File: config.mk
export PLATFORM = sky130hd
export DESIGN_NAME = pbst_regs
export DESIGN_NICKNAME = d
export VERILOG_FILES = /design/src/hdl/pbst_pkg.sv /design/src/hdl/pbst_regs.sv
export SDC_FILE = /design/constraint.sdc
export NUM_CORES = 1
export LEC_CHECK = 0
export BUFFER_PORTS_ARGS = -buffer_cell sky130_fd_sc_hd__buf_2
export CORE_ASPECT_RATIO = 1.4
export CORE_MARGIN = 1
export CORE_UTILIZATION = 40
export CTS_CLUSTER_DIAMETER = 60
export DETAILED_ROUTE_END_ITERATION = 6
export GPL_ROUTABILITY_DRIVEN = 0
export PLACE_DENSITY = 0.76
export SYNTH_ARGS = -nofsm -noshare
export SYNTH_HDL_FRONTEND = slang
export SYNTH_SLANG_ARGS = --single-unit
File: constraint.sdc
create_clock -name aclk -period 2.05 [get_ports aclk]
set_clock_uncertainty 0.2 [all_clocks]
set_input_delay 0.41 -clock aclk [delete_from_list [all_inputs] [get_ports aclk]]
set_output_delay 0.41 -clock aclk [all_outputs]
set_load 0.02 [all_outputs]
File: src/hdl/pbst_pkg.sv
// ----------------------------------------------------------------------------
// pbst_pkg - piece block state tracker shared definitions
// Request codes, block states, result codes, register map and the
// command/status bundles passed between controller and datapath.
// ----------------------------------------------------------------------------
`default_nettype none

package pbst_pkg;

    // request codes
    localparam logic [2:0] REQ_BLOCK   = 3'd0;
    localparam logic [2:0] REQ_ARRIVE  = 3'd1;
    localparam logic [2:0] REQ_SWEEP   = 3'd2;
    localparam logic [2:0] REQ_ALLFULL = 3'd3;
    localparam logic [2:0] REQ_PASS    = 3'd4;
    localparam logic [2:0] REQ_FAIL    = 3'd5;

    // block states
    localparam logic [1:0] BS_FREE    = 2'd0;
    localparam logic [1:0] BS_PENDING = 2'd1;
    localparam logic [1:0] BS_FULL    = 2'd2;

    // result status
    localparam logic [1:0] STS_DONE  = 2'd0;
    localparam logic [1:0] STS_NONE  = 2'd1;
    localparam logic [1:0] STS_RANGE = 2'd2;

    // register indexes (byte address = 8 * index)
    localparam logic [1:0] REG_PIECE_LEN = 2'd0;
    localparam logic [1:0] REG_TOTAL_LEN = 2'd1;
    localparam logic [1:0] REG_PIECE_CNT = 2'd2;
    localparam logic [1:0] REG_TIMEOUT   = 2'd3;

    localparam logic [20:0] PIECE_LEN_RESET = 21'd262144;
    localparam logic [39:0] TOTAL_LEN_RESET = 40'd0;
    localparam logic [8:0]  PIECE_CNT_RESET = 9'd1;
    localparam logic [7:0]  TIMEOUT_RESET   = 8'd5;

    localparam int CFG_AW = 5;
    localparam int CFG_DW = 64;
    localparam int IN_DW  = 64;
    localparam int IN_UW  = 3;
    localparam int OUT_DW = 24;

    typedef struct packed {
        logic [20:0] piece_size;
        logic [39:0] total_length;
        logic [8:0]  piece_count;
        logic [7:0]  timeout_seconds;
    } cfg_t;

    typedef struct packed {
        logic load;
        logic calc;
        logic size;
        logic early;
        logic walk_init;
        logic walk_en;
        logic push;
        logic clr_en;
    } cmd_t;

    typedef struct packed {
        logic clr_last;
        logic early;
        logic walk_stop;
        logic out_busy;
    } stat_t;

endpackage

`default_nettype wire

File: src/hdl/pbst_regs.sv
// ----------------------------------------------------------------------------
// pbst_regs - configuration register file
// APB-style slave holding piece length, total length, piece count and timeout.
// ----------------------------------------------------------------------------
`default_nettype none

module pbst_regs (
    input  wire logic                        aclk,
    input  wire logic                        aresetn,
    input  wire logic                        psel,
    input  wire logic                        penable,
    input  wire logic                        pwrite,
    input  wire logic [pbst_pkg::CFG_AW-1:0] paddr,
    input  wire logic [pbst_pkg::CFG_DW-1:0] pwdata,
    output logic      [pbst_pkg::CFG_DW-1:0] prdata,
    output logic                             pready,
    output pbst_pkg::cfg_t                   cfg
);

    pbst_pkg::cfg_t cfg_reg;
    logic           wr_en;
    logic [1:0]     reg_idx;

    assign pready  = 1'b1;
    assign wr_en   = psel && penable && pwrite;
    assign reg_idx = paddr[4:3];
    assign cfg     = cfg_reg;

    always_ff @(posedge aclk) begin
        if (!aresetn) begin
            cfg_reg.piece_size      <= pbst_pkg::PIECE_LEN_RESET;
            cfg_reg.total_length    <= pbst_pkg::TOTAL_LEN_RESET;
            cfg_reg.piece_count     <= pbst_pkg::PIECE_CNT_RESET;
            cfg_reg.timeout_seconds <= pbst_pkg::TIMEOUT_RESET;
        end else if (wr_en) begin
            unique case (reg_idx)
                pbst_pkg::REG_PIECE_LEN: cfg_reg.piece_size      <= pwdata[20:0];
                pbst_pkg::REG_TOTAL_LEN: cfg_reg.total_length    <= pwdata[39:0];
                pbst_pkg::REG_PIECE_CNT: cfg_reg.piece_count     <= pwdata[8:0];
                pbst_pkg::REG_TIMEOUT:   cfg_reg.timeout_seconds <= pwdata[7:0];
                default: ;
            endcase
        end
    end

    always_comb begin
        unique case (reg_idx)
            pbst_pkg::REG_PIECE_LEN: prdata = 64'(cfg_reg.piece_size);
            pbst_pkg::REG_TOTAL_LEN: prdata = 64'(cfg_reg.total_length);
            pbst_pkg::REG_PIECE_CNT: prdata = 64'(cfg_reg.piece_count);
            pbst_pkg::REG_TIMEOUT:   prdata = 64'(cfg_reg.timeout_seconds);
            default:                 prdata = '0;
        endcase
    end

endmodule

`default_nettype wire

Yosys cells after proc, flatten, opt, wreduce, memory -nomap -nowiden
Cells that the tools add are included.

storage, ports and cells
  bits in registers = 78
  input port bits = 74
  output and inout bits = 143
  logic and storage cells = 15

operators by class
  eq/ne operators = 3
  mux-type cells = 1
  reductions and logical operators = 7

operator list
  cell                                                                   count
  64-bit case mux with 4 select lines                                    1
  2-bit AND reduction                                                    4
  2-bit equality test, second input constant                             2
  2-bit by 1-bit equality test with 1-bit output, second input constant  1
  1-bit logical AND                                                      2
  2-bit zero test                                                        1

Longest topological paths before layout
  word-level depth = 3
  mapped depth = 5
  mapped depth without buffers = 3

Worst setup path after synthesis
OpenSTA, ideal clock, no wires.

  path type = input to output
  from = input paddr[3] (netlist name)
  to = output prdata[10] (netlist name)
  arrival time = 1.394 ns
  required time = 1.440 ns
  setup slack = 0.046 ns
  cell stages on the path = 5
  path buffers = 3
  cells stage by stage = buf_2 > buf_4 > buf_4 > mux2i_1 > nor2_1

between the ends
  word-level cells in the longest chain between the ends = 2
  elaborated cells on any way between the ends = 5
  classes of those cells = eq/ne: 3; mux: 1; reduce/logical: 1

ends and longest elaborated chain
  what                                               line             RTL
  from (decl)                                        pbst_regs.sv:13  input wire logic [pbst_pkg::CFG_AW-1:0] paddr,
  2-bit equality test, or another cell as far along  pbst_regs.sv:47  unique case (reg_idx)
  64-bit case mux with 4 select lines *              pbst_regs.sv:47
  to (decl)                                          pbst_regs.sv:15  output logic [pbst_pkg::CFG_DW-1:0] prdata,

Every way passes the cells marked *; elsewhere a longest branch is shown, timed or not. The select of a mux whose other input is x is not followed.

Worst setup path after layout
  from = input paddr[3] (netlist name)
  to = output prdata[4] (netlist name)

The elaborated chain is that of the path after synthesis.

==> flow_summary.toml <==
[run_status]
run_status = "completed"

[routing]
drt-initial-drc-count = 87
routed_via_density = 4.78
route.final.wire_length_um = 8950
antenna_violating_nets_post_route = 0
detail_route.wl_per_cell_um = 13.4
drcViolationCount = 0
routed-via-count = 3183
drt_first_pass_iters = 6

[clocking]
clock_sink_count = 78
clock_tree.buffer_depth = 2
cell_at_the_root_of_the_clock_tree = "clkbuf_16"
clock_insertion_delay_worst_skew_ps = 330
tritoncts_clock_tree = "yes"
cts_max_level = 3
clkSlewWorstSetupHoldPaths_ps = 60
ctsHoldBuffers = 0
cts_buf_count = 9

[placement]
pre_cts_slack_ps = -0.142
dp_hpwl_um = 6610
placement.io_buffers = 164
dpl-instance-area_um2 = 4610

[finish]
fillCellCount = 821
layout.cells.most_common = "buf_2"
post_route_cells_drive_above_1_share = 0.369
diodes = 0
largest_register_ff_count = 78
flow.area_growth_from_synthesis_pct = 33.0
nets = 628
layout_common_cells = "buf_2, nand2_1, mux2i_1"
final_util = 0.547
final_area_um2 = 4910

[grt]
global_route.overflow_total = 0
first_global_vias = 2843
grt_usage = 0.182
grt_max_degree = 64
antenna_found_initial = 0
grt_pass1_wl_um = 13800

[setup_path]
ff2ff_path_depth = 2
crit_path_max_fanout = 7
internal_reg_to_reg_setup_slack_ps = 1190
worstSetupEndpointType = "primary output"
reg2reg_from = "cfg[8]"
worstSetupPathType = "in -> out"
rr_endpoint = "cfg[8]"
critical_path.startpoint_type = "input pin"
cp.arrival_ps = 1360
worst-endpoint-required_ps = 1440

[timing]
setup_repair_after_global_routing_missed_its_margin = "no"
timing.final.crit_share = 0.962
timing.setup.tns_ps = 0
max_freq_ghz = 0.507
postLayoutSetupSlackWorst_ps = 77.9
finalSetupViolations = 0
final_critical_period_ps = 1970
report.final.slew_viol_count = 0
timing_hold_violations_final = 0

[hold_path]
min_path_type = "in -> reg"
worst_hold_startpoint = "pwdata[33]"
hold-path-endpoint = "cfg[50]"
min_delay_path_depth = 3

[run]
cap_violations = 0

[synth]
synthesized_netlist_cell_count = 394
average_instance_area_after_synthesis_um2 = 9.36
post_synth_main_area_contributors = "dfxtp_1, mux2i_1, nand2_1"
synth.area.mux_share = 0.285
synth_area_um2 = 3690
synth_simple_gate_area_share = 0.176
main_combinational_cell_family_by_area_after_synthesis = "multiplexers"
synth_compound_area_frac = 0.0163
netlist.area_leader.share = 0.423
yosys.area.top_type = "dfxtp_1"
seq_area_frac_synth = 0.423
postSynthRegisterBits = 78
synth_xor_xnor_area_share = 0
synthesis_warnings = 0
synth_cell_types = 25
yosys.area_share.adder = 0

[pwr]
power-per-cell-area_nw_per_um2 = 707
ir_drop_worst_vdd_mv = 0.691
power.total_mw = 3.47
combinationalPowerShare = 0.100
power_leakage_nw = 2.53
p_seq_frac = 0.447
p_clk_frac = 0.453
power.share.switching = 0.245
power.net_switching_uw = 850
internal-power_mw = 2.62

[die]
placementRows = 41
die-height_um = 116
die_area_um2 = 9610
placeableCoreArea_um2 = 8980
die_w_um = 83.2
initial_utilization = 0.411
ios = 217
final cells by class:
class	count	area, um^2	area share
multi-input combinational	282	1860	0.379
sequential	78	1560	0.318
timing repair buffer	179	1040	0.212
clock buffer	10	229	0.0467
tap	107	134	0.0273
clock inverter	6	68.8	0.0140
inverter	4	15.0	0.00306
kinds of logic (layout without fill, tap and decap cells):
group | after synthesis | in the layout
AO/OA/AOI/OAI | 9 | 9
buffers and inverters | 57 | 199
other | 2 | 25
multiplexers | 95 | 95
AND/OR/NAND/NOR | 153 | 153
flip-flops | 78 | 78
synth_stat cells (all sizes together):
cell	n
mux2i	87
o211ai	3
buf	40
o21ai	3
nor3b	1
mux4	8
nand3	1
o31ai	1
or3	1
nor2b	1
o311ai	1
conb	2
o22ai	1
nor2	13
nand2b	1
dfxtp	78
or2	1
and2	19
inv	4
nand2	115
clkbuf	13
metal layers:
layer	GRT usage	vias up	wire length, um
met3	0.0491	11	471
met5	0	-	0
li1	-	1566	-
met2	0.340	118	4760
met4	0.0701	0	162
met1	0.197	1488	3560
critical path, cell delays in order:
cell    delay (ps)
buf_4          150
buf_12         140
mux4_2         480
buf_2          170
power groups by stage:
stage | Combinational [mW] | Clock, mW | Sequential (mW)
global placement | 0.341 | 0 | 1.58
finish | 0.347 | 1.57 | 1.55
detailed placement | 0.348 | 0 | 1.58
CTS | 0.350 | 1.61 | 1.55
floorplan | 0.231 | 0 | 1.61
global route | 0.375 | 1.69 | 1.55
repair_timing:
action / CTS / global route
setup endpoints to repair: 1 / 0
setup buffers: 0 / 0
gates resized for setup: 1 / 0
through the flow:
step,instances,hold WS [ps]
5_1_grt,666,119
3_3_place_gp,650,249
6_report,666,120
3_5_place_dp,650,256
4_1_cts,666,113
2_1_floorplan,417,341
worst max path at each step:
stage | start | endpoint | slack (ps) | cells after the start
after floorplan | paddr[3] | prdata[10] | 50 | 5
after global placement | paddr[3] | prdata[4] | -4 | 4
after detailed placement | paddr[3] | prdata[4] | -0.1 | 4
after CTS | paddr[3] | prdata[4] | 70 | 4
after global routing | paddr[3] | prdata[6] | 50 | 4
final | paddr[3] | prdata[4] | 80 | 4
Power figures use the tool's default switching activity.
