**src/hdl/pbst_pkg.sv**
```systemverilog
// ----------------------------------------------------------------------------
// pbst_pkg - piece block state tracker shared definitions
// Request codes, block states, result codes, register map and the
// command/status bundles passed between controller and datapath.
// ----------------------------------------------------------------------------
`default_nettype none

package pbst_pkg;

    // request codes
    localparam logic [2:0] REQ_BLOCK   = 3'd0;
    localparam logic [2:0] REQ_ARRIVE  = 3'd1;
    localparam logic [2:0] REQ_SWEEP   = 3'd2;
    localparam logic [2:0] REQ_ALLFULL = 3'd3;
    localparam logic [2:0] REQ_PASS    = 3'd4;
    localparam logic [2:0] REQ_FAIL    = 3'd5;

    // block states
    localparam logic [1:0] BS_FREE    = 2'd0;
    localparam logic [1:0] BS_PENDING = 2'd1;
    localparam logic [1:0] BS_FULL    = 2'd2;

    // result status
    localparam logic [1:0] STS_DONE  = 2'd0;
    localparam logic [1:0] STS_NONE  = 2'd1;
    localparam logic [1:0] STS_RANGE = 2'd2;

    // register indexes (byte address = 8 * index)
    localparam logic [1:0] REG_PIECE_LEN = 2'd0;
    localparam logic [1:0] REG_TOTAL_LEN = 2'd1;
    localparam logic [1:0] REG_PIECE_CNT = 2'd2;
    localparam logic [1:0] REG_TIMEOUT   = 2'd3;

    localparam logic [20:0] PIECE_LEN_RESET = 21'd262144;
    localparam logic [39:0] TOTAL_LEN_RESET = 40'd0;
    localparam logic [8:0]  PIECE_CNT_RESET = 9'd1;
    localparam logic [7:0]  TIMEOUT_RESET   = 8'd5;

    localparam int CFG_AW = 5;
    localparam int CFG_DW = 64;
    localparam int IN_DW  = 64;
    localparam int IN_UW  = 3;
    localparam int OUT_DW = 24;

    typedef struct packed {
        logic [20:0] piece_size;
        logic [39:0] total_length;
        logic [8:0]  piece_count;
        logic [7:0]  timeout_seconds;
    } cfg_t;

    typedef struct packed {
        logic load;
        logic calc;
        logic size;
        logic early;
        logic walk_init;
        logic walk_en;
        logic push;
        logic clr_en;
    } cmd_t;

    typedef struct packed {
        logic clr_last;
        logic early;
        logic walk_stop;
        logic out_busy;
    } stat_t;

endpackage

`default_nettype wire

```
**src/hdl/pbst_ctrl.sv**
```systemverilog
// ----------------------------------------------------------------------------
// pbst_ctrl - sequencing state machine
// Clears the block state and piece-done tables after reset, then per transfer
// steps through piece size calculation, an optional block walk and the hand-off to the output register.
// ----------------------------------------------------------------------------
`default_nettype none

module pbst_ctrl (
    input  wire logic            aclk,
    input  wire logic            aresetn,
    input  wire logic            s_tvalid,
    output logic                 s_tready,
    input  wire pbst_pkg::stat_t stat,
    output pbst_pkg::cmd_t       cmd
);

    typedef enum logic [2:0] {
        ST_CLEAR,
        ST_IDLE,
        ST_CALC1,
        ST_CALC2,
        ST_WALK,
        ST_OUT
    } state_t;

    state_t state_reg;
    state_t state_next;

    always_comb begin
        state_next = state_reg;
        cmd        = '0;
        unique case (state_reg)
            ST_CLEAR: begin
                cmd.clr_en = 1'b1;
                if (stat.clr_last) begin
                    state_next = ST_IDLE;
                end
            end
            ST_IDLE: begin
                if (s_tvalid) begin
                    cmd.load   = 1'b1;
                    state_next = ST_CALC1;
                end
            end
            ST_CALC1: begin
                cmd.calc   = 1'b1;
                state_next = ST_CALC2;
            end
            ST_CALC2: begin
                cmd.size = 1'b1;
                if (stat.early) begin
                    cmd.early  = 1'b1;
                    state_next = ST_OUT;
                end else begin
                    cmd.walk_init = 1'b1;
                    state_next    = ST_WALK;
                end
            end
            ST_WALK: begin
                cmd.walk_en = 1'b1;
                if (stat.walk_stop) begin
                    state_next = ST_OUT;
                end
            end
            ST_OUT: begin
                if (!stat.out_busy) begin
                    cmd.push   = 1'b1;
                    state_next = ST_IDLE;
                end
            end
            default: state_next = ST_CLEAR;
        endcase
    end

    always_ff @(posedge aclk) begin
        if (!aresetn) begin
            state_reg <= ST_CLEAR;
        end else begin
            state_reg <= state_next;
        end
    end

    assign s_tready = (state_reg == ST_IDLE);

endmodule

`default_nettype wire

```
**config.mk**
```make
export PLATFORM = sky130hd
export DESIGN_NAME = pbst_ctrl
export DESIGN_NICKNAME = d
export VERILOG_FILES = /design/src/hdl/pbst_pkg.sv /design/src/hdl/pbst_ctrl.sv
export SDC_FILE = /design/constraint.sdc
export NUM_CORES = 1
export LEC_CHECK = 0
export BUFFER_PORTS_ARGS = -buffer_cell sky130_fd_sc_hd__buf_2
export CAP_MARGIN = 20
export CORE_AREA = 5 5 42 44
export DETAILED_ROUTE_END_ITERATION = 6
export DIE_AREA = 0 0 47 49
export PLACE_DENSITY = 0.45
export SLEW_MARGIN = 20
export SYNTH_ARGS = -nofsm -noshare
export SYNTH_HDL_FRONTEND = slang
export SYNTH_SLANG_ARGS = --single-unit
```
**constraint.sdc**
```tcl
create_clock -name aclk -period 1.12 [get_ports aclk]
set_input_delay 0.224 -clock aclk [delete_from_list [all_inputs] [get_ports aclk]]
set_output_delay 0.224 -clock aclk [all_outputs]
set_load 0.02 [all_outputs]
```
* After elaboration in Yosys (flattened, before gate mapping)
Index checks and enable logic that the tools add are counted.
W data, S select, Z words.
** Storage, ports and cells
- Register bits :: 3
- Bits of input ports :: 7
- Output and inout bits :: 9
- Logic and storage cells :: 28
** Operators by class
- Equality and inequality tests :: 9
- Multiplexer cells :: 16
- Reduce and logical (&&, ||, !) cells :: 2
** Operators by type and width (number)
- $pmux W3 S6 :: 1
- $mux W3 :: 5
- $mux W1 :: 10
- $ne A2 B2 Y1 const B :: 4
- $eq A3 B2 Y1 const B :: 2
- $eq A3 B3 Y1 const B :: 2
- $reduce_and A4 Y1 :: 1
- $eq A3 B1 Y1 const B :: 1
- $logic_not A3 Y1 :: 1

* Depth between registers and ports, before layout
Gate-level depths: netlist (run 1).
- Depth after elaboration :: 3
- Mapped depth :: 4
- Depth with buffers taken out :: 3

* Worst setup path before layout (run 1)
No wires, ideal clock.
- Path type :: reg-to-output
- From :: register state_reg[0]
- To :: output port cmd[7] (netlist bit)
- Arrival time :: 1.298 ns
- Data required time :: 0.896 ns
- Slack :: -0.402 ns
- Cell stages (with the launch flop) :: 5
- Path buffers :: 1
- Path through :: dfxtp_1 buf_6 inv_1 nor3_1 and2_1
** RTL lines
- from (decl) :: line pbst_ctrl.sv:26 : state_t state_reg;
- from (signal assigned) :: line pbst_ctrl.sv:79 : state_reg <= state_next;
- to (decl) :: line pbst_ctrl.sv:14 : output pbst_pkg::cmd_t cmd

==> Implementation_results.wiki, run 1 <==
{| class="wikitable"
! Metric !! Value
|-
| Gate count after technology mapping || 29
|-
| Pin count of the biggest net entering global routing || 7
|-
| Final std cell area, no fill || 472 um^2
|-
| I/O pin count || 16
|-
| Iter 0 DRT Violations || 6
|-
| Max capacitance violation total || 0
|-
| Total area of multi-input combinational cells || 170 um^2
|-
| Net count after synthesis || 36
|-
| Minimum clock period || 1.30 ns
|-
| CTS tree || built
|-
| Core area || 1400 um^2
|-
| Fraction of the yosys area taken by sequential cells || 26.5%
|-
| H-tree lvl count || 1
|-
| Worst path bufs/invs || 2
|-
| Final #Nets || 61
|-
| Maximum fanout count along the critical path || 4
|-
| Number of cell rows || 14
|-
| Final count of hold timing violations || 0
|-
| Clock sink count || 3
|-
| Maximum clock rate || 768 MHz
|-
| TritonCTS buffer count || 3
|-
| Worst-path cell chain || nand3b_1, inv_1, and2_4, buf_6
|-
| Unique cell type count in the Yosys netlist || 17
|-
| Capturing element type of the critical path || output port
|-
| Flip-flop and latch count after synthesis || 3
|-
| Die extent in y || 49 um
|-
| Req. time, crit path || 0.90 ns
|-
| Starting density of the core || 16.2%
|-
| Drt first pass iters || 4
|-
| Clock-pin slew on the worst setup and hold paths || 0.04 ns
|-
| Setup Skew || 0.00109 ns
|-
| Instance area at placement || 362 um^2
|-
| Overflow left after global routing || 0
|-
| Arrival time reported for the critical path endpoint || 1.08 ns
|-
| Number of filler instances in the final layout || 157
|-
| Vias in the first global route || 286
|-
| Die width || 47 um
|-
| Synth Warn # || 0
|-
| Post-route clock period utilization || 116%
|-
| CTS hold repair buffers || 0
|-
| Top cell family by delay on the critical path || simple AND/OR/NAND/NOR gates
|-
| Detailed-route wire length || 694 um
|-
| Minimum setup slack in the final design || -0.182 ns
|-
| Non-Filler Instances || 69
|-
| Instance count after placement with tap cells included || 64
|-
| Fraction of final layout cells with drive strength greater than 1 || 71.7%
|-
| Final setup fails || 9
|-
| Sequential Area || 68.8 um^2
|-
| Detail-routed net length per standard cell || 10.1 um
|-
| CTS root buffer || clkbuf_4
|-
| Post-detailed-placement half-perimeter wirelength || 547 um
|-
| Result of the run || finished with violations
|-
| Die footprint || 2300 um^2
|-
| Overall via count from detail_route || 287
|-
| Drc violations || 0
|-
| Transition time of the tightest slew-check pin || 0.196 ns
|-
| Worst R2R Start || state_reg[1]
|-
| Crit path largest cell delay || 0.32 ns
|-
| Synthesized cell area || 226 um^2
|-
| Slew HR || 86.8%
|-
| Worst hold path startpoint || aresetn
|-
| Routability-driven placement congestion ratio || 0.683
|-
| Antenna violations before repair || 0
|-
| Beginning of the critical path || state_reg[2]
|-
| Signed area change from the synthesized netlist to the final layout || 108%
|-
| Element type at the critical path start || flip-flop
|-
| Wire length of the first global-routing pass || 1.15 mm
|-
| Areal power density over the cells || 1080 nW/um^2
|-
| Final-report max-slew violation count || 0
|-
| Classification of the worst setup path || reg -> out
|-
| Path class of the lowest-slack min-delay path || in -> reg
|-
| Unrepaired setup endpoints after global routing || yes
|-
| Worst-path cell with the longest stage delay || dfxtp_2
|-
| PortBufs || 15
|-
| Number of flip-flops in the largest register || 3
|-
| Detail Route Antenna Nets || 0
|-
| Clock tree buffer depth || 2
|-
| VDD IR max || 0.000378 V
|-
| Mapped Avg Cell Area || 7.81 um^2
|-
| Leak Pwr || 0.000219 uW
|-
| Count of inserted antenna diode cells || 0
|-
| Failing checks || setup timing
|-
| Ratio of routed vias to standard cells || 4.16
|-
| Clock network latency to the later pin of the worst-skew pair || 0.23 ns
|-
| Global-route usage over all layers || 7.25%
|}
-- worst reg2reg max path: stages, from the launching register on --
cell and delay, ns:
dfxtp_4 0.38, buf_6 0.12, mux2_2 0.34, nor3b_2 0.14
-- stage by stage --
step           util, %  setup TNS (ns)  hold WS, ns  power [uW]  setup slack [ns]
6_report          33.7           -1.09        0.225         508            -0.182
5_1_grt           33.7           -1.64        0.237         545            -0.249
4_1_cts           31.9           -1.18        0.227         498            -0.190
3_5_place_dp      25.8         -0.0813        0.468         273           -0.0467
3_3_place_gp      25.8         -0.0350        0.468         274           -0.0247
2_1_floorplan        -          -0.226        0.346         222            -0.115
-- per-layer routing --
metal,share of wire [%],vias up,GRT usage [%]
met1,36,123,7.89
met2,46,14,9.95
li1,-,146,-
met5,0,-,0
met4,6.6,0,9.68
met3,11,4,0.738
-- timing repair --
action | 4_1_cts | 5_1_grt
pin swaps | 3 | 3
buffers inserted | 0 | 1
gates resized for setup | 23 | 4
setup endpoints to repair | 10 | 10
cloned | 0 | 0
-- layout by cell type (no fill, tap or decap) --
master and count:
nor3b_2 1, inv_4 1, buf_2 6, buf_6 6
nor2_1 3, and2_4 2, a221oi_1 1, inv_1 2
dfxtp_4 2, dfxtp_2 1, and2_1 1, nand3b_1 1
nand2b_1 1, nor3_4 2, clkbuf_4 3, o31ai_1 1
buf_4 10, and3_4 1, nor2b_1 1, o21ai_0 2
nor3_2 1, mux2_2 1, nand2_2 1, clkbuf_1 1
o21ai_1 1
-- cell usage after synthesis --
cell type,n,share of area [%]
and2_1,3,8.3
dfxtp_1,3,27
inv_1,3,5.0
nor2_1,3,5.0
nor3_1,3,6.6
buf_6,2,9.9
o21ai_0,2,4.4
a221oi_1,1,3.9
and3_1,1,2.8
mux2_2,1,5.0
nand2_2,1,2.8
nand2b_1,1,2.8
nand3b_1,1,3.3
nor2b_1,1,2.8
nor3b_2,1,5.5
o21ai_1,1,2.2
o31ai_1,1,3.3
-- final cells by class --
cell class | count | area share (%)
repair buffers | 22 | 36.6
well taps | 16 | 4.24
multi-input cells | 21 | 36.1
flip-flops and latches | 3 | 14.6
inverters | 3 | 2.92
clock buffers | 4 | 5.57
-- path summary, 6_finish.rpt --
kind	to	slack, ns	cells after the start
setup reg to reg	state_reg[1]	0.07	3
setup / recovery	cmd[4]	-0.18	4
hold / removal	state_reg[2]	0.22	2
hold reg to reg	state_reg[0]	0.60	2
-- cell families (layout without fill, tap and decap cells) --
family / Yosys count / count (layout) / synth area share (%)
buffers and inverters: 5 / 29 / 14.9
multiplexers: 1 / 1 / 4.97
flip-flops: 3 / 3 / 26.5
AO/OA/AOI/OAI: 5 / 5 / 13.8
AND/OR/NAND/NOR: 15 / 15 / 39.8
-- where the power goes --
| group | switching (uW) | internal, uW | total [uW] |
|---|---|---|---|
| sequential | 13.8 | 117 | 131 |
| clock | 57.8 | 134 | 191 |
| combinational | 85.0 | 101 | 186 |
| total | 157 | 352 | 508 |
No activity file was read; power rests on OpenSTA's default activity.
==> run 2: changes to the inputs <==
ABC_AREA = 1   (was default)
PLACE_DENSITY = 0.48   (was 0.45)
==> Implementation_results.wiki, run 2 <==
{| class="wikitable"
! Metric !! Value
|-
| Clock network latency to the later pin of the worst-skew pair || 0.23 ns (about the same)
|-
| Count of inserted antenna diode cells || 0 (unchanged)
|-
| Final count of hold timing violations || 0 (unchanged)
|-
| Sum of met2 wire segment lengths after detailed routing || 392 um (+22%)
|-
| Req. time, crit path || 0.90 ns (about the same)
|-
| Antenna violations before repair || 0 (unchanged)
|-
| Instance count after placement with tap cells included || 82 (+28%)
|-
| PortBufs || 15 (unchanged)
|-
| Synth Warn # || 0 (unchanged)
|-
| Overall via count from detail_route || 337 (+17%)
|-
| Post-synth top cells || 9 x nand2_1, 8 x inv_1, 6 x nor2_1
|-
| Wire length of the first global-routing pass || 1.35 mm (+18%)
|-
| Clock-pin slew on the worst setup and hold paths || 0.03 ns (about the same)
|-
| Detail-routed net length per standard cell || 8.70 um (-13%)
|-
| Reg-to-reg setup timing slack || 0.04 ns (-0.03 ns)
|-
| Capture point of the worst reg-to-reg path || state_reg[2]
|-
| Classification of the worst setup path || reg -> out
|-
| Non-Filler Instances || 87 (+26%)
|-
| Overflow left after global routing || 0 (unchanged)
|-
| Pin count of the biggest net entering global routing || 7 (unchanged)
|-
| Maximum clock rate || 774 MHz (+0.73%)
|-
| Top library cells by usage in the layout, fill and taps aside || 11 x buf_4, 6 x nand2_2, 6 x buf_2
|-
| H-tree lvl count || 1 (unchanged)
|-
| Failing checks || setup timing
|-
| Worst hold path depth || 3 (+1)
|-
| Number of cell rows || 14 (unchanged)
|-
| Top flip-flop cell by instance count after synthesis || dfxtp_1
|-
| Instance area at placement || 419 um^2 (+16%)
|-
| Areal power density over the cells || 2490 nW/um^2 (+130%)
|-
| Vias in the first global route || 347 (+21%)
|-
| Result of the run || finished with violations
|-
| Drt first pass iters || 2 (-2)
|-
| Number of flip-flops in the largest register || 3 (unchanged)
|-
| Mapped Avg Cell Area || 5.81 um^2 (-26%)
|-
| Cell type with the highest aggregate area in the netlist || dfxtp_1
|-
| Crit path largest cell delay || 0.37 ns (+0.05 ns)
|-
| Gate count after technology mapping || 45 (+55%)
|-
| Routed metal-1 wire length || 322 um (+30%)
|-
| Area share of the largest cell type after synthesis || 23.0% (-3.6 points)
|-
| Die width || 47 um (unchanged)
|-
| CTS hold repair buffers || 0 (unchanged)
|-
| Number of filler instances in the final layout || 157 (unchanged)
|-
| Die extent in y || 49 um (unchanged)
|-
| Setup Total Neg Slack || -1.26 ns (-0.163 ns)
|-
| Final-report max-slew violation count || 0 (unchanged)
|-
| Routability-driven placement congestion ratio || 0.774 (+13%)
|-
| CTS tree || built
|-
| CTS root buffer || clkbuf_4
|-
| Detailed-route wire length || 757 um (+9.1%)
|-
| Fraction of final layout cells with drive strength greater than 1 || 71.8% (+0.13 points)
|-
| Share of synthesized registers carrying an async set or reset || 0% (unchanged)
|-
| Count of flip-flops with a built-in enable after synthesis || 0 (unchanged)
|-
| Unique cell type count in the Yosys netlist || 16 (-1)
|-
| Minimum setup slack in the final design || -0.173 ns (+0.00944 ns)
|-
| Capturing element type of the critical path || output port
|-
| Final std cell area, no fill || 548 um^2 (+16%)
|-
| Cells on worst reg2reg path || 9 (+6)
|-
| Leak Pwr || 0.000306 uW (+40%)
|-
| Synthesized cell area || 262 um^2 (+15%)
|-
| Core area || 1400 um^2 (unchanged)
|-
| Drc violations || 0 (unchanged)
|-
| Post-detailed-placement half-perimeter wirelength || 610 um (+12%)
|-
| Fraction of the yosys area taken by sequential cells || 23.0% (-3.6 points)
|-
| Starting density of the core || 18.7% (+2.5 points)
|-
| Slew HR || 87.8% (+1.0 points)
|-
| Beginning of the critical path || state_reg[0]
|-
| Clock sink count || 3 (unchanged)
|-
| CP Depth || 5 (+1)
|-
| Clock tree buffer depth || 2 (unchanged)
|-
| Detail Route Antenna Nets || 0 (unchanged)
|-
| Worst-path cell chain || inv_4, nor2_4, nand2_4, nor2_1, buf_4
|-
| Signed area change from the synthesized netlist to the final layout || 110%
|-
| Post-route clock period utilization || 115% (-0.84 points)
|-
| TritonCTS buffer count || 3 (unchanged)
|-
| Worst-path cell with the longest stage delay || dfxtp_4
|-
| Iter 0 DRT Violations || 2 (-4)
|-
| VDD IR max || 0.00135 V (+260%)
|-
| Max capacitance violation total || 0 (unchanged)
|-
| Worst R2R Start || state_reg[0]
|-
| Ratio of routed vias to standard cells || 3.87 (-6.9%)
|-
| Most repeated cell in the gate-level netlist after synthesis || nand2_1
|-
| I/O pin count || 16 (unchanged)
|-
| Worst path bufs/invs || 2 (unchanged)
|-
| Synth top area cells || dfxtp_1 23%, nand2_1 13%, inv_1 11%
|-
| Die footprint || 2300 um^2 (unchanged)
|-
| Unrepaired setup endpoints after global routing || yes
|-
| Element type at the critical path start || flip-flop
|-
| Maximum fanout count along the critical path || 4 (unchanged)
|-
| Timing endpoint of the critical path || cmd[3]
|-
| Most common library cell in the layout ignoring fill and taps || buf_4
|-
| Top cell family by delay on the critical path || flip-flops
|-
| Global-route usage over all layers || 7.66% (+0.41 points)
|-
| Highest metal layer with signal wires || met3
|-
| Net count after synthesis || 52 (+44%)
|-
| Minimum clock period || 1.29 ns (-0.00944 ns)
|-
| Path class of the lowest-slack min-delay path || in -> reg
|-
| Final #Nets || 79 (+30%)
|-
| Met3 Routed Length || 42 um (-46%)
|-
| Final setup fails || 9 (unchanged)
|-
| Transition time of the tightest slew-check pin || 0.181 ns (-0.0152 ns)
|-
| Flip-flop and latch count after synthesis || 3 (unchanged)
|-
| Setup Skew || 0.00694 ns (+0.00585 ns)
|-
| Arrival time reported for the critical path endpoint || 1.07 ns (about the same)
|}
run 2: changes by cell type in the layout (fill, tap and decap cells not counted), sizes merged, moves of 2 or more:
cell,change
and2,-3
nor2,+6
nor3,-2
nand2,+11
inv,+8
nand3,+3
run 2: what timing repair did:
item	in CTS	in global routing
resized for setup	17	19
setup buffers	0	1
endpoints found under the setup margin	12	12
pin swaps	1	1
run 2: layout make-up:
class                      count  area, um^2  area share [%]
tap                           16        20.0            3.65
multi-input combinational     31         218            39.7
inverter                      11        43.8            7.99
sequential                     3        71.3            13.0
timing repair buffer          22         169            30.8
clock buffer                   4        26.3            4.79
run 2: worst min path at each step:
stage	from	end	slack (ns)
after CTS	aresetn	state_reg[2]	0.23
after global placement	aresetn	state_reg[2]	0.48
final	aresetn	state_reg[2]	0.24
after detailed placement	aresetn	state_reg[2]	0.48
after global routing	aresetn	state_reg[0]	0.25
after floorplan	aresetn	state_reg[2]	0.34
run 2: power by group:
| group | switching, uW | total, uW | internal [uW] |
|---|---|---|---|
| clock | 54.8 | 188 | 133 |
| sequential | 87.4 | 258 | 170 |
| combinational | 490 | 918 | 428 |
run 2: worst min-delay path: stages:
cell and delay (ns):
buf_2 0.11, nand2_1 0.06, nor2_1 0.04
run 2: cells by family (layout without fill, tap and decap cells):
| group | after synthesis | count (layout) | synth area share (%) |
|---|---|---|---|
| and+or+nand+nor | 29 | 29 | 57.4 |
| buffers and inverters | 11 | 37 | 15.8 |
| DFF | 3 | 3 | 23.0 |
| AOI/OAI and AO/OA | 2 | 2 | 3.83 |
run 2: through the flow:
step	worst slack (ns)	util [%]	hold WS, ns	power [uW]
floorplan	-0.0482	-	0.344	672
global placement	-0.0473	29.9	0.476	931
detailed placement	-0.0413	29.9	0.481	925
global route	-0.261	39.1	0.245	1500
CTS	-0.179	35.0	0.230	1220
finish	-0.173	39.1	0.243	1360
run 2: layer usage:
metal / vias to the layer above / GRT usage, %
met5: - / 0
met4: 0 / 0
met3: 0 / 3.69
met2: 6 / 12.2
met1: 143 / 9.83
li1: 188 / -
==> run 3: changes to the inputs <==
SETUP_SLACK_MARGIN = 0.05   (was default)
==> Implementation_results.wiki, run 3 (same netlist as run 2, synthesis figures left out) <==
{| class="wikitable"
! Metric !! Value
|-
| Result of the run || finished with violations
|-
| Failing checks || setup timing
|-
| Wire length of the first global-routing pass || 1.33 mm (-1.6%)
|-
| CTS tree || built
|-
| Hold path endpoint || state_reg[2]
|-
| Post-detailed-placement half-perimeter wirelength || 595 um (-2.5%)
|-
| Vias in the first global route || 340 (-2.0%)
|-
| Iter 0 DRT Violations || 1 (-1)
|-
| Slew HR || 87.7% (-0.094 points)
|-
| Top library cells by usage in the layout, fill and taps aside || 9 x buf_4, 7 x nand2_1, 7 x buf_2
|-
| Clock sink count || 3 (unchanged)
|-
| Clock tree buffer depth || 2 (unchanged)
|-
| Path class of the lowest-slack min-delay path || in -> reg
|-
| Leak Pwr || 0.000306 uW (-0.21%)
|-
| CTS hold repair buffers || 0 (unchanged)
|-
| TritonCTS buffer count || 3 (unchanged)
|-
| Beginning of the critical path || state_reg[2]
|-
| Starting density of the core || 18.7% (unchanged)
|-
| Detail-routed net length per standard cell || 9.51 um (+9.2%)
|-
| Number of cell rows || 14 (unchanged)
|-
| H-tree lvl count || 1 (unchanged)
|-
| CTS root buffer || clkbuf_4
|-
| Arrival time reported for the critical path endpoint || 1.06 ns (about the same)
|-
| Areal power density over the cells || 2440 nW/um^2 (-1.8%)
|-
| Final count of hold timing violations || 0 (unchanged)
|-
| Ratio of routed vias to standard cells || 4.07 (+5.0%)
|-
| PortBufs || 15 (unchanged)
|-
| Most common library cell in the layout ignoring fill and taps || buf_4
|-
| Final core utilization || 39.0% (-0.089 points)
|-
| Classification of the worst setup path || reg -> out
|-
| I/O pin count || 16 (unchanged)
|-
| Drt first pass iters || 4 (+2)
|-
| Worst hold path depth || 3 (unchanged)
|-
| Overflow left after global routing || 0 (unchanged)
|-
| Setup Skew || 0.00302 ns (-0.00392 ns)
|-
| Die width || 47 um (unchanged)
|-
| Minimum setup slack in the final design || -0.164 ns (+0.00884 ns)
|-
| Maximum fanout count along the critical path || 4 (unchanged)
|-
| Routability-driven placement congestion ratio || 0.729 (-5.8%)
|-
| Signed area change from the synthesized netlist to the final layout || 109%
|-
| Reg-to-reg setup timing slack || -0.01 ns (-0.05 ns)
|-
| Capturing element type of the critical path || output port
|-
| VDD IR max || 0.000977 V (-28%)
|-
| Clock network latency to the later pin of the worst-skew pair || 0.23 ns (about the same)
|-
| Final std cell area, no fill || 547 um^2 (-0.23%)
|-
| Pin count of the biggest net entering global routing || 7 (unchanged)
|-
| Element type at the critical path start || flip-flop
|-
| Final-report max-slew violation count || 0 (unchanged)
|-
| Fraction of final layout cells with drive strength greater than 1 || 71.8% (unchanged)
|-
| Req. time, crit path || 0.90 ns (about the same)
|-
| Drc violations || 0 (unchanged)
|-
| Clock-pin slew on the worst setup and hold paths || 0.03 ns (about the same)
|-
| Instance area at placement || 409 um^2 (-2.4%)
|-
| Unrepaired setup endpoints after global routing || yes
|-
| Final #Nets || 79 (unchanged)
|-
| Number of filler instances in the final layout || 161 (+2.5%)
|-
| Overall via count from detail_route || 354 (+5.0%)
|-
| Instance count after placement with tap cells included || 80 (-2.4%)
|-
| Number of flip-flops in the largest register || 3 (unchanged)
|-
| Maximum clock rate || 779 MHz (+0.69%)
|-
| Antenna violations before repair || 0 (unchanged)
|-
| Final setup fails || 10 (+1)
|-
| Capture point of the worst reg-to-reg path || state_reg[0]
|-
| Worst R2R Start || state_reg[0]
|-
| Minimum clock period || 1.28 ns (-0.00884 ns)
|-
| Transition time of the tightest slew-check pin || 0.182 ns (+0.00139 ns)
|-
| Die footprint || 2300 um^2 (unchanged)
|-
| Max capacitance violation total || 0 (unchanged)
|-
| Detail Route Antenna Nets || 0 (unchanged)
|-
| Detailed-route wire length || 827 um (+9.2%)
|-
| Cells on worst reg2reg path || 9 (unchanged)
|-
| Post-place setup slack || -0.0558 ns (-0.0145 ns)
|-
| Post-route clock period utilization || 115% (-0.79 points)
|-
| Count of inserted antenna diode cells || 0 (unchanged)
|-
| Worst hold path startpoint || aresetn
|-
| Non-Filler Instances || 87 (unchanged)
|-
| Core area || 1400 um^2 (unchanged)
|-
| Die extent in y || 49 um (unchanged)
|-
| Global-route usage over all layers || 8.10% (+0.44 points)
|}
run 3: cell counts in the layout (fill, tap and decap cells not counted):
Identical to the previous run, type by type.
run 3: worst max path at each step:
stage | endpoint | depth (start not counted) | slack, ns
after floorplan | cmd[3] | 4 | 0.02
after global routing | cmd[7] | 5 | -0.26
after global placement | state_reg[0] | 7 | -0.06
after detailed placement | cmd[4] | 5 | -0.06
after CTS | cmd[7] | 5 | -0.19
final | cmd[1] | 3 | -0.16
run 3: layout make-up:
cell class | count | area, um^2 | area share, %
flip-flops and latches | 3 | 66.3 | 12.1
well taps | 16 | 20.0 | 3.66
clock buffers | 4 | 26.3 | 4.81
multi-input cells | 31 | 223 | 40.7
inverters | 11 | 41.3 | 7.55
repair buffers | 22 | 170 | 31.1
run 3: what timing repair did:
action | CTS | global route
pin swaps | 1 | 1
setup endpoints to repair | 12 | 12
resized for setup | 24 | 8
buffers inserted | 2 | 1
run 3: critical path, cell delays in order, from the launching register on:
cell and delay, ns:
dfxtp_2 0.37, inv_2 0.09, nor4_4 0.20, buf_4 0.18
run 3: per-stage QoR:
stage / hold WS, ns / power [uW] / TNS, ns
global placement: 0.479 / 915 / -0.247
CTS: 0.222 / 1290 / -1.45
floorplan: 0.344 / 674 / 0
finish: 0.236 / 1340 / -1.27
global route: 0.257 / 1450 / -2.22
detailed placement: 0.477 / 914 / -0.264
run 3: power by group:
part | total, uW | switching (uW) | internal [uW]
combinational | 920 | 511 | 409
clock | 187 | 54.1 | 133
sequential | 228 | 67.8 | 160
total | 1340 | 633 | 703
run 3: layer usage:
metal  vias to the layer above  part of all wire [%]  GRT usage [%]
li1                        190                     -              -
met1                       154                    39           8.79
met2                         8                    54           12.2
met3                         2                   6.2           2.21
met4                         0                   1.1           6.91
met5                         -                     0              0
